File: config.mk
export PLATFORM = sky130hd
export DESIGN_NAME = midpoint_ellipse_rasterizer
export DESIGN_NICKNAME = d
export VERILOG_FILES = /design/src/hdl/mer_pkg.sv /design/src/hdl/mer_seq.sv /design/src/hdl/midpoint_ellipse_rasterizer.sv
export VERILOG_INCLUDE_DIRS = /design/src /design/src/hdl
export SDC_FILE = /design/constraint.sdc
export NUM_CORES = 2
export LEC_CHECK = 0
export BUFFER_PORTS_ARGS = -buffer_cell sky130_fd_sc_hd__buf_2
export CAP_MARGIN = 15
export CORE_UTILIZATION = 60
export CTS_BUF_LIST = sky130_fd_sc_hd__clkbuf_8
export DETAILED_ROUTE_END_ITERATION = 12
export GPL_TIMING_DRIVEN = 0
export PLACE_DENSITY = 0.86
export SYNTH_ARGS = -nofsm -noshare
export SYNTH_HDL_FRONTEND = slang
export SYNTH_SLANG_ARGS = --single-unit
File: constraint.sdc
create_clock -name i_clk -period 8.1 [get_ports i_clk]
set_input_delay 0.81 -clock i_clk [delete_from_list [all_inputs] [get_ports i_clk]]
set_output_delay 0.81 -clock i_clk [all_outputs]
set_load 0.02 [all_outputs]
File: src/hdl/midpoint_ellipse_rasterizer_macros.svh
// assertion macros shared by the ellipse rasterizer modules
`ifndef MIDPOINT_ELLIPSE_RASTERIZER_MACROS_SVH
`define MIDPOINT_ELLIPSE_RASTERIZER_MACROS_SVH

// same-cycle implication, checked outside reset
`define MER_ASSERT_IMP(lbl, ante, cons) \
    lbl: assert property (@(posedge i_clk) disable iff (!i_rst_n) (ante) |-> (cons)) \
        else $error("assertion failed");

// next-cycle implication, checked outside reset
`define MER_ASSERT_NXT(lbl, ante, cons) \
    lbl: assert property (@(posedge i_clk) disable iff (!i_rst_n) (ante) |=> (cons)) \
        else $error("assertion failed");

`endif

File: src/hdl/mer_pkg.sv
// types, constants and microprogram of the midpoint ellipse rasterizer
package mer_pkg;

    localparam int COORD_BITS  = 10;
    localparam int RADIUS_BITS = 9;
    localparam int OUT_BITS    = 12;
    localparam int SQ_W        = 2 * RADIUS_BITS;
    localparam int SLOPE_W     = 32;
    localparam int DEC_W       = 64;
    localparam int MUL_W       = 32;
    localparam int PROD_W      = 2 * MUL_W;
    localparam int PC_W        = 6;
    localparam int PROG_LEN    = 55;
    localparam int ADDR_W      = 4;
    localparam int APB_DW      = 32;
    localparam int IN_TDATA_W  = 8;
    localparam int OUT_TDATA_W = 2 * OUT_BITS;
    localparam int OUT_TUSER_W = 2;
    localparam int SUM_A       = (COORD_BITS > RADIUS_BITS) ? COORD_BITS + 1 : RADIUS_BITS + 1;
    localparam int SUM_W       = (SUM_A > OUT_BITS) ? SUM_A : OUT_BITS;

    localparam logic [COORD_BITS-1:0]  CX_RST = COORD_BITS'(200);
    localparam logic [COORD_BITS-1:0]  CY_RST = COORD_BITS'(250);
    localparam logic [RADIUS_BITS-1:0] RX_RST = RADIUS_BITS'(150);
    localparam logic [RADIUS_BITS-1:0] RY_RST = RADIUS_BITS'(50);

    typedef enum logic [1:0] {
        REG_CX = 2'd0,
        REG_CY = 2'd1,
        REG_RX = 2'd2,
        REG_RY = 2'd3
    } t_reg;

    typedef enum logic [2:0] {
        PH_R1   = 3'b001,
        PH_R2   = 3'b010,
        PH_DONE = 3'b100
    } t_phase;

    typedef enum logic [5:0] {
        OP_NOP, OP_IDLE,
        OP_M_RXRX, OP_M_RYRY, OP_M_SX, OP_M_SY, OP_M_RX2_RY,
        OP_M_RY2_TX, OP_M_P_TX, OP_M_RX2_TY, OP_M_P_TY, OP_M_RX2_RY2,
        OP_LD_RX2, OP_LD_RY2, OP_LD_SX, OP_LD_SY,
        OP_T_INIT, OP_T_P, OP_T_ADD4P, OP_T_SUB4P,
        OP_DEC_T, OP_DEC_T_R2, OP_DEC_D1, OP_DEC_R1N, OP_DEC_D2, OP_DEC_R2P,
        OP_RST_POS, OP_INC_X, OP_DEC_Y, OP_SET_DONE,
        OP_EMIT0, OP_EMIT1, OP_EMIT2, OP_EMIT3, OP_EMIT_DONE
    } t_op;

    typedef enum logic [3:0] {
        C_NEXT, C_JMP, C_WAIT_IN, C_DISPATCH, C_NEG, C_R2P, C_YZ, C_NOSW,
        C_WOUT, C_WOUT_J
    } t_cond;

    typedef struct packed {
        t_op              op;
        t_cond            cond;
        logic [PC_W-1:0]  target;
    } t_ctrl;

    // datapath flags seen by the sequencer
    typedef struct packed {
        logic   in_valid;
        logic   restart;
        logic   dec_neg;
        logic   dec_zero;
        logic   y_zero;
        logic   slope_ge;
        logic   out_free;
        t_phase phase;
    } t_stat;

    // command from the sequencer to the datapath
    typedef struct packed {
        t_op  op;
        logic fire;
        logic in_ready;
    } t_cmd;

    localparam logic [PC_W-1:0] L_IDLE = PC_W'(0);
    localparam logic [PC_W-1:0] L_RST  = PC_W'(5);
    localparam logic [PC_W-1:0] L_R1   = PC_W'(14);
    localparam logic [PC_W-1:0] L_R1N  = PC_W'(21);
    localparam logic [PC_W-1:0] L_R2   = PC_W'(26);
    localparam logic [PC_W-1:0] L_R2P  = PC_W'(33);
    localparam logic [PC_W-1:0] L_SET  = PC_W'(38);
    localparam logic [PC_W-1:0] L_FIN  = PC_W'(49);
    localparam logic [PC_W-1:0] L_EMIT = PC_W'(50);
    localparam logic [PC_W-1:0] L_DONE = PC_W'(54);

    function automatic t_ctrl f_cw(input t_op op, input t_cond cond,
                                   input logic [PC_W-1:0] tgt);
        t_ctrl cw;
        cw.op     = op;
        cw.cond   = cond;
        cw.target = tgt;
        return cw;
    endfunction

    function automatic t_ctrl f_prog(input logic [PC_W-1:0] pc);
        t_ctrl cw;
        case (pc)
            // fetch item, square the radii, branch on kind
            PC_W'(0):  cw = f_cw(OP_IDLE,      C_WAIT_IN,  L_IDLE);
            PC_W'(1):  cw = f_cw(OP_M_RXRX,    C_NEXT,     L_IDLE);
            PC_W'(2):  cw = f_cw(OP_LD_RX2,    C_NEXT,     L_IDLE);
            PC_W'(3):  cw = f_cw(OP_M_RYRY,    C_NEXT,     L_IDLE);
            PC_W'(4):  cw = f_cw(OP_LD_RY2,    C_DISPATCH, L_IDLE);
            // restart: d = 4ry2 - 4rx2*ry + rx2
            PC_W'(5):  cw = f_cw(OP_RST_POS,   C_NEXT,     L_IDLE);
            PC_W'(6):  cw = f_cw(OP_T_INIT,    C_NEXT,     L_IDLE);
            PC_W'(7):  cw = f_cw(OP_M_RX2_RY,  C_NEXT,     L_IDLE);
            PC_W'(8):  cw = f_cw(OP_T_SUB4P,   C_NEXT,     L_IDLE);
            PC_W'(9):  cw = f_cw(OP_DEC_T,     C_NEXT,     L_IDLE);
            PC_W'(10): cw = f_cw(OP_M_SX,      C_NEXT,     L_IDLE);
            PC_W'(11): cw = f_cw(OP_LD_SX,     C_NEXT,     L_IDLE);
            PC_W'(12): cw = f_cw(OP_M_SY,      C_NEXT,     L_IDLE);
            PC_W'(13): cw = f_cw(OP_LD_SY,     C_JMP,      L_SET);
            // region one, diagonal move
            PC_W'(14): cw = f_cw(OP_INC_X,     C_NEG,      L_R1N);
            PC_W'(15): cw = f_cw(OP_DEC_Y,     C_NEXT,     L_IDLE);
            PC_W'(16): cw = f_cw(OP_M_SX,      C_NEXT,     L_IDLE);
            PC_W'(17): cw = f_cw(OP_LD_SX,     C_NEXT,     L_IDLE);
            PC_W'(18): cw = f_cw(OP_M_SY,      C_NEXT,     L_IDLE);
            PC_W'(19): cw = f_cw(OP_LD_SY,     C_NEXT,     L_IDLE);
            PC_W'(20): cw = f_cw(OP_DEC_D1,    C_JMP,      L_SET);
            // region one, x move only
            PC_W'(21): cw = f_cw(OP_M_SX,      C_NEXT,     L_IDLE);
            PC_W'(22): cw = f_cw(OP_LD_SX,     C_NEXT,     L_IDLE);
            PC_W'(23): cw = f_cw(OP_M_SY,      C_NEXT,     L_IDLE);
            PC_W'(24): cw = f_cw(OP_LD_SY,     C_NEXT,     L_IDLE);
            PC_W'(25): cw = f_cw(OP_DEC_R1N,   C_JMP,      L_SET);
            // region two, diagonal move
            PC_W'(26): cw = f_cw(OP_DEC_Y,     C_R2P,      L_R2P);
            PC_W'(27): cw = f_cw(OP_INC_X,     C_NEXT,     L_IDLE);
            PC_W'(28): cw = f_cw(OP_M_SX,      C_NEXT,     L_IDLE);
            PC_W'(29): cw = f_cw(OP_LD_SX,     C_NEXT,     L_IDLE);
            PC_W'(30): cw = f_cw(OP_M_SY,      C_NEXT,     L_IDLE);
            PC_W'(31): cw = f_cw(OP_LD_SY,     C_NEXT,     L_IDLE);
            PC_W'(32): cw = f_cw(OP_DEC_D2,    C_JMP,      L_SET);
            // region two, y move only
            PC_W'(33): cw = f_cw(OP_M_SX,      C_NEXT,     L_IDLE);
            PC_W'(34): cw = f_cw(OP_LD_SX,     C_NEXT,     L_IDLE);
            PC_W'(35): cw = f_cw(OP_M_SY,      C_NEXT,     L_IDLE);
            PC_W'(36): cw = f_cw(OP_LD_SY,     C_NEXT,     L_IDLE);
            PC_W'(37): cw = f_cw(OP_DEC_R2P,   C_JMP,      L_SET);
            // settle: finish on y zero, else maybe switch to region two
            PC_W'(38): cw = f_cw(OP_NOP,       C_YZ,       L_FIN);
            PC_W'(39): cw = f_cw(OP_NOP,       C_NOSW,     L_EMIT);
            PC_W'(40): cw = f_cw(OP_M_RY2_TX,  C_NEXT,     L_IDLE);
            PC_W'(41): cw = f_cw(OP_M_P_TX,    C_NEXT,     L_IDLE);
            PC_W'(42): cw = f_cw(OP_T_P,       C_NEXT,     L_IDLE);
            PC_W'(43): cw = f_cw(OP_M_RX2_TY,  C_NEXT,     L_IDLE);
            PC_W'(44): cw = f_cw(OP_M_P_TY,    C_NEXT,     L_IDLE);
            PC_W'(45): cw = f_cw(OP_T_ADD4P,   C_NEXT,     L_IDLE);
            PC_W'(46): cw = f_cw(OP_M_RX2_RY2, C_NEXT,     L_IDLE);
            PC_W'(47): cw = f_cw(OP_T_SUB4P,   C_NEXT,     L_IDLE);
            PC_W'(48): cw = f_cw(OP_DEC_T_R2,  C_JMP,      L_EMIT);
            PC_W'(49): cw = f_cw(OP_SET_DONE,  C_NEXT,     L_IDLE);
            // four symmetric points, or the done result
            PC_W'(50): cw = f_cw(OP_EMIT0,     C_WOUT,     L_IDLE);
            PC_W'(51): cw = f_cw(OP_EMIT1,     C_WOUT,     L_IDLE);
            PC_W'(52): cw = f_cw(OP_EMIT2,     C_WOUT,     L_IDLE);
            PC_W'(53): cw = f_cw(OP_EMIT3,     C_WOUT_J,   L_IDLE);
            PC_W'(54): cw = f_cw(OP_EMIT_DONE, C_WOUT_J,   L_IDLE);
            default:   cw = f_cw(OP_NOP,       C_JMP,      L_IDLE);
        endcase
        return cw;
    endfunction

endpackage

File: src/hdl/mer_seq.sv
// microprogram sequencer: step counter, control rom and conditional jumps
`include "midpoint_ellipse_rasterizer_macros.svh"

module mer_seq (
    input  logic           i_clk,
    input  logic           i_rst_n,
    input  mer_pkg::t_stat i_stat,
    output mer_pkg::t_cmd  o_cmd
);
    import mer_pkg::*;

    logic [PC_W-1:0] r_pc;
    logic [PC_W-1:0] n_pc;
    t_ctrl           w_cw;
    logic            w_fire;

    assign w_cw = f_prog(r_pc);

    always_comb begin
        n_pc   = r_pc + PC_W'(1);
        w_fire = 1'b1;
        case (w_cw.cond)
            C_NEXT: begin
            end
            C_JMP: begin
                n_pc = w_cw.target;
            end
            C_WAIT_IN: begin
                if (!i_stat.in_valid) begin
                    n_pc   = r_pc;
                    w_fire = 1'b0;
                end
            end
            C_DISPATCH: begin
                if (i_stat.restart) begin
                    n_pc = L_RST;
                end else begin
                    case (i_stat.phase)
                        PH_R1:   n_pc = L_R1;
                        PH_R2:   n_pc = L_R2;
                        default: n_pc = L_DONE;
                    endcase
                end
            end
            C_NEG: begin
                if (i_stat.dec_neg) begin
                    n_pc = w_cw.target;
                end
            end
            C_R2P: begin
                // y-only move while the decision is strictly positive
                if (!i_stat.dec_neg && !i_stat.dec_zero) begin
                    n_pc = w_cw.target;
                end
            end
            C_YZ: begin
                if (i_stat.y_zero) begin
                    n_pc = w_cw.target;
                end
            end
            C_NOSW: begin
                if (!(i_stat.phase == PH_R1 && i_stat.slope_ge)) begin
                    n_pc = w_cw.target;
                end
            end
            C_WOUT: begin
                if (!i_stat.out_free) begin
                    n_pc   = r_pc;
                    w_fire = 1'b0;
                end
            end
            C_WOUT_J: begin
                if (!i_stat.out_free) begin
                    n_pc   = r_pc;
                    w_fire = 1'b0;
                end else begin
                    n_pc = w_cw.target;
                end
            end
            default: begin
                n_pc = L_IDLE;
            end
        endcase
    end

    always_ff @(posedge i_clk) begin
        if (!i_rst_n) begin
            r_pc <= L_IDLE;
        end else begin
            r_pc <= n_pc;
        end
    end

    assign o_cmd.op       = w_cw.op;
    assign o_cmd.fire     = w_fire;
    assign o_cmd.in_ready = (w_cw.cond == C_WAIT_IN);

    `MER_ASSERT_IMP(a_pc_range, 1'b1, r_pc < PC_W'(PROG_LEN))
    `MER_ASSERT_NXT(a_hold_pc, !w_fire, r_pc == $past(r_pc))
    `MER_ASSERT_IMP(a_ready_idle, o_cmd.in_ready, r_pc == L_IDLE)

endmodule

File: src/hdl/midpoint_ellipse_rasterizer.sv
// top level: config registers, shared multiplier datapath and output register
// Axis-aligned midpoint ellipse rasterizer. Centre and radii are set over the APB
// port (center_x, center_y, radius_x, radius_y at 0x0, 0x4, 0x8, 0xC). An input
// with restart set begins a new outline at (0, radius_y); each input without it
// advances one step in x, in y or in both. Every plotting input returns four
// points, last one flagged by tlast; once the outline is complete a step returns
// a single invalid result with the done flag set. Inputs are processed one at a
// time by a microprogrammed datapath built around one shared 32x32 multiplier.
`include "midpoint_ellipse_rasterizer_macros.svh"

module midpoint_ellipse_rasterizer (
    input  logic                              i_clk,
    input  logic                              i_rst_n,
    // stream in
    input  logic                              i_s_axis_tvalid,
    output logic                              o_s_axis_tready,
    input  logic [mer_pkg::IN_TDATA_W-1:0]    i_s_axis_tdata,   // [0] restart
    // stream out
    output logic                              o_m_axis_tvalid,
    input  logic                              i_m_axis_tready,
    output logic [mer_pkg::OUT_TDATA_W-1:0]   o_m_axis_tdata,   // point_x, point_y
    output logic [mer_pkg::OUT_TUSER_W-1:0]   o_m_axis_tuser,   // point_valid, done_res
    output logic                              o_m_axis_tlast,   // last_of_step
    // config
    input  logic                              psel,
    input  logic                              penable,
    input  logic                              pwrite,
    input  logic [mer_pkg::ADDR_W-1:0]        paddr,
    input  logic [mer_pkg::APB_DW-1:0]        pwdata,
    output logic [mer_pkg::APB_DW-1:0]        prdata,
    output logic                              pready
);
    import mer_pkg::*;

    logic [COORD_BITS-1:0]  r_cx, r_cy;
    logic [RADIUS_BITS-1:0] r_rx, r_ry;
    logic [RADIUS_BITS-1:0] r_x, r_y;
    logic [DEC_W-1:0]       r_dec, r_t;
    logic [SLOPE_W-1:0]     r_sx, r_sy;
    logic [SQ_W-1:0]        r_rx2, r_ry2;
    logic [PROD_W-1:0]      r_p;
    t_phase                 r_phase;
    logic                   r_rs;
    logic                   r_ovalid;
    logic                   n_ovalid;
    logic [OUT_BITS-1:0]    r_ox, r_oy;
    logic                   r_opv, r_olast, r_odone;

    t_stat                  w_stat;
    t_cmd                   w_cmd;
    t_reg                   w_reg;
    logic                   w_cfg_wr;
    logic                   w_out_free;
    logic                   w_load;
    logic                   w_mul;
    logic [MUL_W-1:0]       w_ma, w_mb;
    logic [RADIUS_BITS:0]   w_x2, w_y2, w_tx;
    logic [RADIUS_BITS-1:0] w_ty;
    logic [DEC_W-1:0]       w_sx64, w_sy64, w_rx2_64, w_ry2_64, w_p4;
    logic [SUM_W-1:0]       w_xp, w_xm, w_yp, w_ym;

    // config port
    assign pready   = 1'b1;
    assign w_reg    = t_reg'(paddr[ADDR_W-1:2]);
    assign w_cfg_wr = psel && penable && pwrite && pready;

    always_ff @(posedge i_clk) begin
        if (!i_rst_n) begin
            r_cx <= CX_RST;
            r_cy <= CY_RST;
            r_rx <= RX_RST;
            r_ry <= RY_RST;
        end else if (w_cfg_wr) begin
            case (w_reg)
                REG_CX:  r_cx <= pwdata[COORD_BITS-1:0];
                REG_CY:  r_cy <= pwdata[COORD_BITS-1:0];
                REG_RX:  r_rx <= pwdata[RADIUS_BITS-1:0];
                REG_RY:  r_ry <= pwdata[RADIUS_BITS-1:0];
                default: r_cx <= r_cx;
            endcase
        end
    end

    always_comb begin
        case (w_reg)
            REG_CX:  prdata = APB_DW'(r_cx);
            REG_CY:  prdata = APB_DW'(r_cy);
            REG_RX:  prdata = APB_DW'(r_rx);
            REG_RY:  prdata = APB_DW'(r_ry);
            default: prdata = '0;
        endcase
    end

    // sequencer
    assign w_out_free      = !r_ovalid || i_m_axis_tready;
    assign w_stat.in_valid = i_s_axis_tvalid;
    assign w_stat.restart  = r_rs;
    assign w_stat.dec_neg  = r_dec[DEC_W-1];
    assign w_stat.dec_zero = (r_dec == '0);
    assign w_stat.y_zero   = (r_y == '0);
    assign w_stat.slope_ge = (r_sx >= r_sy);
    assign w_stat.out_free = w_out_free;
    assign w_stat.phase    = r_phase;

    mer_seq u_seq (
        .i_clk   (i_clk),
        .i_rst_n (i_rst_n),
        .i_stat  (w_stat),
        .o_cmd   (w_cmd)
    );

    assign o_s_axis_tready = w_cmd.in_ready;

    // operand forms
    assign w_x2 = {r_x, 1'b0};
    assign w_y2 = {r_y, 1'b0};
    assign w_tx = {r_x, 1'b1};
    assign w_ty = r_y - RADIUS_BITS'(1);

    always_comb begin
        w_mul = 1'b1;
        w_ma  = '0;
        w_mb  = '0;
        case (w_cmd.op)
            OP_M_RXRX: begin
                w_ma = MUL_W'(r_rx);
                w_mb = MUL_W'(r_rx);
            end
            OP_M_RYRY: begin
                w_ma = MUL_W'(r_ry);
                w_mb = MUL_W'(r_ry);
            end
            OP_M_SX: begin
                w_ma = MUL_W'(r_ry2);
                w_mb = MUL_W'(w_x2);
            end
            OP_M_SY: begin
                w_ma = MUL_W'(r_rx2);
                w_mb = MUL_W'(w_y2);
            end
            OP_M_RX2_RY: begin
                w_ma = MUL_W'(r_rx2);
                w_mb = MUL_W'(r_ry);
            end
            OP_M_RY2_TX: begin
                w_ma = MUL_W'(r_ry2);
                w_mb = MUL_W'(w_tx);
            end
            OP_M_P_TX: begin
                w_ma = r_p[MUL_W-1:0];
                w_mb = MUL_W'(w_tx);
            end
            OP_M_RX2_TY: begin
                w_ma = MUL_W'(r_rx2);
                w_mb = MUL_W'(w_ty);
            end
            OP_M_P_TY: begin
                w_ma = r_p[MUL_W-1:0];
                w_mb = MUL_W'(w_ty);
            end
            OP_M_RX2_RY2: begin
                w_ma = MUL_W'(r_rx2);
                w_mb = MUL_W'(r_ry2);
            end
            default: begin
                w_mul = 1'b0;
            end
        endcase
    end

    // decision terms, all wrap modulo 2^64
    assign w_sx64   = DEC_W'(r_sx);
    assign w_sy64   = DEC_W'(r_sy);
    assign w_rx2_64 = DEC_W'(r_rx2);
    assign w_ry2_64 = DEC_W'(r_ry2);
    assign w_p4     = DEC_W'(r_p) << 2;

    // symmetric coordinates
    assign w_xp = SUM_W'(r_cx) + SUM_W'(r_x);
    assign w_xm = SUM_W'(r_cx) - SUM_W'(r_x);
    assign w_yp = SUM_W'(r_cy) + SUM_W'(r_y);
    assign w_ym = SUM_W'(r_cy) - SUM_W'(r_y);

    assign w_load = w_cmd.fire && (w_cmd.op == OP_EMIT0 || w_cmd.op == OP_EMIT1 ||
                                   w_cmd.op == OP_EMIT2 || w_cmd.op == OP_EMIT3 ||
                                   w_cmd.op == OP_EMIT_DONE);
    assign n_ovalid = w_load || (r_ovalid && !i_m_axis_tready);

    // position, decision and phase
    always_ff @(posedge i_clk) begin
        if (!i_rst_n) begin
            r_x      <= '0;
            r_y      <= '0;
            r_dec    <= '0;
            r_sx     <= '0;
            r_sy     <= '0;
            r_phase  <= PH_DONE;
            r_rs     <= 1'b0;
            r_ovalid <= 1'b0;
        end else begin
            r_ovalid <= n_ovalid;
            if (w_cmd.fire) begin
                case (w_cmd.op)
                    OP_IDLE:     r_rs <= i_s_axis_tdata[0];
                    OP_LD_SX:    r_sx <= r_p[SLOPE_W-1:0];
                    OP_LD_SY:    r_sy <= r_p[SLOPE_W-1:0];
                    OP_DEC_T:    r_dec <= r_t;
                    OP_DEC_T_R2: begin
                        r_dec   <= r_t;
                        r_phase <= PH_R2;
                    end
                    OP_DEC_D1:   r_dec <= r_dec + ((w_sx64 - w_sy64 + w_ry2_64) << 2);
                    OP_DEC_R1N:  r_dec <= r_dec + ((w_sx64 + w_ry2_64) << 2);
                    OP_DEC_D2:   r_dec <= r_dec + ((w_sx64 - w_sy64 + w_rx2_64) << 2);
                    OP_DEC_R2P:  r_dec <= r_dec + ((w_rx2_64 - w_sy64) << 2);
                    OP_RST_POS: begin
                        r_x     <= '0;
                        r_y     <= r_ry;
                        r_phase <= PH_R1;
                    end
                    OP_INC_X:    r_x <= r_x + RADIUS_BITS'(1);
                    OP_DEC_Y:    r_y <= r_y - RADIUS_BITS'(1);
                    OP_SET_DONE: r_phase <= PH_DONE;
                    default:     r_rs <= r_rs;
                endcase
            end
        end
    end

    // product, scratch, squares and output payload
    always_ff @(posedge i_clk) begin
        if (w_mul) begin
            r_p <= w_ma * w_mb;
        end
        if (w_cmd.fire) begin
            case (w_cmd.op)
                OP_LD_RX2:  r_rx2 <= r_p[SQ_W-1:0];
                OP_LD_RY2:  r_ry2 <= r_p[SQ_W-1:0];
                OP_T_INIT:  r_t <= w_rx2_64 + (w_ry2_64 << 2);
                OP_T_P:     r_t <= DEC_W'(r_p);
                OP_T_ADD4P: r_t <= r_t + w_p4;
                OP_T_SUB4P: r_t <= r_t - w_p4;
                OP_EMIT0: begin
                    r_ox    <= w_xp[OUT_BITS-1:0];
                    r_oy    <= w_yp[OUT_BITS-1:0];
                    r_opv   <= 1'b1;
                    r_olast <= 1'b0;
                    r_odone <= 1'b0;
                end
                OP_EMIT1: begin
                    r_ox    <= w_xm[OUT_BITS-1:0];
                    r_oy    <= w_yp[OUT_BITS-1:0];
                    r_opv   <= 1'b1;
                    r_olast <= 1'b0;
                    r_odone <= 1'b0;
                end
                OP_EMIT2: begin
                    r_ox    <= w_xp[OUT_BITS-1:0];
                    r_oy    <= w_ym[OUT_BITS-1:0];
                    r_opv   <= 1'b1;
                    r_olast <= 1'b0;
                    r_odone <= 1'b0;
                end
                OP_EMIT3: begin
                    r_ox    <= w_xm[OUT_BITS-1:0];
                    r_oy    <= w_ym[OUT_BITS-1:0];
                    r_opv   <= 1'b1;
                    r_olast <= 1'b1;
                    r_odone <= 1'b0;
                end
                OP_EMIT_DONE: begin
                    r_ox    <= '0;
                    r_oy    <= '0;
                    r_opv   <= 1'b0;
                    r_olast <= 1'b1;
                    r_odone <= 1'b1;
                end
                default: r_t <= r_t;
            endcase
        end
    end

    assign o_m_axis_tvalid = r_ovalid;
    assign o_m_axis_tdata  = {r_oy, r_ox};
    assign o_m_axis_tuser  = {r_odone, r_opv};
    assign o_m_axis_tlast  = r_olast;

    `MER_ASSERT_IMP(a_no_load_idle, o_s_axis_tready, !w_load)
    `MER_ASSERT_NXT(a_load_shows, w_load, r_ovalid)
    `MER_ASSERT_IMP(a_done_res_form, r_ovalid && r_odone, !r_opv && r_olast)
    `MER_ASSERT_IMP(a_y_zero_done, o_s_axis_tready && r_y == '0, r_phase == PH_DONE)

endmodule
==> summary.md <==
| Metric | Value |
|---|---|
| Max Cap Violations | `0` |
| Result of the run | `complete, but fails checks` |
| Global-route usage over all layers | `41.3%` |
| #FFs+latches synth | `just under 400` |
| Worst path slowest cell | `fa_1` |
| Area growth, synth to finish | `12.1%` |
| Post-route DRC | `0` |
| Min Clock Period, post-route | `just over 8 ns` |
| Worst slack after detailed placement | `-2.22 ns` |
| Clock transition time at the flip-flop clock pins of the worst setup and hold paths | `0.06 ns` |
| Overall routed net length | `184000 µm` |
| Worst Clk Skew | `0.0627 ns` |
| Routability cong. | `1.07` |
| Least-Margin Pin Slew | `around 1.3 ns` |
| Path type of the worst min-delay path | `in2reg` |
| Arrival @ worst endpoint | `8.71 ns` |
| Latest clock arrival within the worst-skew pair | `about 0.7 ns` |
| Peak supply drop | `0.000346 V` |
| CTS Buf Count | `66` |
| Worst hold stages | `3` |
| Half-perimeter wire length after placement | `142000 µm` |
| Effective utilization at floorplan | `60.8%` |
| Via count of the first global-routing pass | `47700` |
| Most frequently used flop master after synthesis | `dfxtp_1` |
| Average instance area after synthesis | `8.26 µm²` |
| Routing usage on met2 | `62.6%` |
| Cell area after placement | `around 53000 µm²` |
| Worst max-slew margin expressed relative to the limit | `16.5%` |
| Worst Path Buf+Inv | `8` |
| Pwr per Cell Area | `269 nW/µm²` |
| Distinct cell type count after synthesis | `113` |
| Antenna violations before repair | `5` |
| Cell leakage power | `25.7 nW` |
| Number of hold violations in the final report | `0` |
| H-Tree Level Count | `3` |
| Die area | `roughly 86000 µm²` |
| Type of element launching the critical path | `flip-flop` |
| Clk buf depth | `3` |
| Number of nets in the finished design | `7500` |
| Crit-path max cell delay | `0.54 ns` |
| Cell Area, Synth | `51000 µm²` |
| Worst Setup Path Type | `reg2reg` |
| Root buffer selected by CTS | `clkbuf_8` |
| Count of cells along the worst register-to-register path | `33` |
| CTS Hold Buffers Added | `0` |
| Overall power | `15.4 mW` |
| Count of non-filler cells in the finished layout | `7720` |
| Post-synthesis cell count | `6173` |
| Register area share after synthesis | `18.8%` |
| Largest net degree at the start of global routing | `35` |
| Routed vias/inst | `approximately 6.5` |
| TritonCTS clock tree | `built` |
| Post-route cell area | `57200 µm²` |
| Required time at the worst-slack endpoint | `8.54 ns` |
| Final worst path period share | `102%` |
| Most frequent cell on the critical path | `fa_1` |
| Overflow after GRT | `0` |
| Fin worst setup slack | `-0.161 ns` |
| DRT antenna net count | `0` |
| Wire length of the first global-routing pass | `272000 µm` |
| Die span in y | `294 µm` |
| DIE WIDTH | `a little under 300 µm` |
| DRT iter0 DRCs | `7455` |
| FMAX | `121 MHz` |
| Cell count after placement | `7505` |
| I/O pin count | `113` |
| Met1 layer usage reported by global route | `around 53%` |
| Top delay family on crit path | `adder cells` |
| Share of layout cells above drive strength 1 | `10.7%` |
| Async set or reset register ratio after synthesis | `0%` |
| Critical path fanouts, max | `10` |
| Area of the core region | `roughly 84000 µm²` |
| Fin. max-slew vios | `0` |
| 1st-pass router iterations | `12` |
| Final number of setup-violating endpoints | `5` |
| Fraction of met3 tracks used by global routing | `10.3%` |
| Count of flip-flops with a built-in enable after synthesis | `180` |
| Std-Cell Rows | `106` |
| Number of fillers in the final layout | `6586` |
| Average routed wire per standard cell | `roughly 24 µm` |
| Number of vias in the routed layout | `49800` |
| Sink Count | `390` |
| Kind of end point of the critical path | `flip-flop` |
| RSZ-0062 raised after global routing | `true` |
| Number of logic stages on the critical path including buffering | `33` |
| Grt peak-use layer | `met2` |
| Port Buffers | `57` |
| Synth warnings | `0` |
| Failing checks | `negative setup slack` |
[worst reg2reg max path: cells and delay by family, from the launching register on]
| kind | cells | cell delay (ns) |
|---|---|---|
| xor+xnor | 1 | 0.14 |
| buf+inv | 8 | 1.10 |
| compound gates | 11 | 1.88 |
| simple gates | 6 | 1.08 |
| flops | 1 | 0.41 |
| fa+ha+maj | 7 | 3.38 |
[report_power, final]
group,leakage (nW),internal [mW],total [mW],switching (mW)
clock network,0.771,1.00,1.94,0.941
logic,21.6,3.89,10.4,6.51
registers,3.39,2.57,3.02,0.451
[layer usage]
| metal | routed length (µm) | vias up |
|---|---|---|
| met3 | 25600 | 947 |
| met1 | 65300 | 23500 |
| met5 | 26 | - |
| li1 | - | 21700 |
| met4 | 14400 | 4 |
| met2 | 78500 | 3755 |
[state kept, by name, summed over array words and instances, names as in the netlist, 12 cells and up]
register and cells:
r_ry2 18, r_rx2 18, u_seq.w_cw 15, r_t 64, r_dec 64, r_sx 32
r_ox 12, r_p 53, r_oy 12, r_sy 32
[cells in the final DEF, fill, tap and decap left out, types with 29 or more instances in the layout]
master,netlist,layout
a211oi_1,52,40
a21o_1,159,158
a21oi_1,474,453
a22oi_1,57,55
a311oi_1,40,36
a31oi_1,40,35
buf_2,16,81
buf_4,27,152
clkbuf_1,243,166
clkbuf_8,0,77
conb_1,2,136
dfxtp_1,210,202
edfxtp_1,180,180
fa_1,493,484
ha_1,423,402
inv_1,704,710
nand2_1,751,738
nand2b_1,72,69
nand3_1,143,138
nand4_1,43,43
nor2_1,580,557
nor2b_1,55,52
nor3_1,65,57
nor4_1,33,29
o211ai_1,44,44
o21a_1,39,39
o21ai_0,290,268
o21bai_1,58,57
xnor2_1,225,220
xor2_1,128,126
[through the flow]
stage | util [%] | hold slack [ns] | setup TNS [ns]
after global routing | 68.1 | 0.380 | -1.82
after CTS | 66.7 | 0.343 | -0.00137
after detailed placement | 63.5 | 0.447 | -54.36
after floorplan | - | 0.436 | 0
final | 68.1 | 0.363 | -0.468
after global placement | 63.4 | 0.441 | -52.60
[cell usage after synthesis, drive strengths merged (39+ instances only)]
library cell / number / area, µm²
nand2: 755 / 2850
inv: 708 / 2660
nor2: 582 / 2190
fa: 493 / 9870
a21oi: 479 / 2420
ha: 423 / 5290
o21ai: 303 / 1520
clkbuf: 244 / 917
xnor2: 226 / 2000
dfxtp: 210 / 4200
edfxtp: 180 / 5410
a21o: 159 / 1190
nand3: 143 / 716
xor2: 128 / 1120
nand2b: 72 / 450
nor3: 67 / 345
buf: 61 / 365
o21bai: 58 / 435
a22oi: 57 / 428
nor2b: 56 / 358
a211oi: 52 / 390
o211ai: 45 / 343
nand4: 44 / 282
a31oi: 42 / 275
and2: 42 / 263
a311oi: 41 / 377
o21a: 39 / 293
[layout make-up]
cell class | instances | area, µm² | area share (%)
Multi-Input combinational cell | 4904 | 39200 | 68.6
Sequential cell | 390 | 9630 | 16.8
Inverter | 708 | 2660 | 4.66
Buffer | 273 | 1480 | 2.59
Tap cell | 1134 | 1420 | 2.48
Timing Repair Buffer | 190 | 1380 | 2.40
Clock buffer | 73 | 1000 | 1.76
Clock inverter | 45 | 364 | 0.637
Antenna cell | 3 | 7.51 | 0.0131
[path summary, 6_finish.rpt]
check / to / startpoint / slack (ns)
hold / removal: r_cx[9]$_SDFFE_PN0P_ / pwdata[9] / 0.36
setup / recovery: r_p[42]$_DFFE_PP_ / u_seq.w_cw[13]$_DFF_P_ / -0.16
setup reg to reg: r_p[42]$_DFFE_PP_ / u_seq.w_cw[13]$_DFF_P_ / -0.16
hold reg to reg: r_sy[29]$_SDFFE_PN0P_ / r_sy[29]$_SDFFE_PN0P_ / 0.46
[kinds of logic (layout without fill, tap and decap cells)]
family,after synthesis,after routing,share of synthesized area (%)
AND/OR/NAND/NOR,1926,1926,16.9
AO/OA/AOI/OAI,1535,1535,19.7
buffers and inverters,1013,1289,7.72
adder cells (fa/ha/maj),916,916,29.7
flip-flops,390,390,18.8
XOR/XNOR,354,354,6.12
multiplexers,37,37,0.952
other,2,139,0.0147
[repair_timing]
| action | 4_1_cts | 5_1_grt |
|---|---|---|
| buffers inserted | 55 | 70 |
| setup endpoints to repair | 57 | 34 |
| resized for setup | 248 | 219 |
| pin swaps | 51 | 108 |
(Power assumes the default switching activity.)
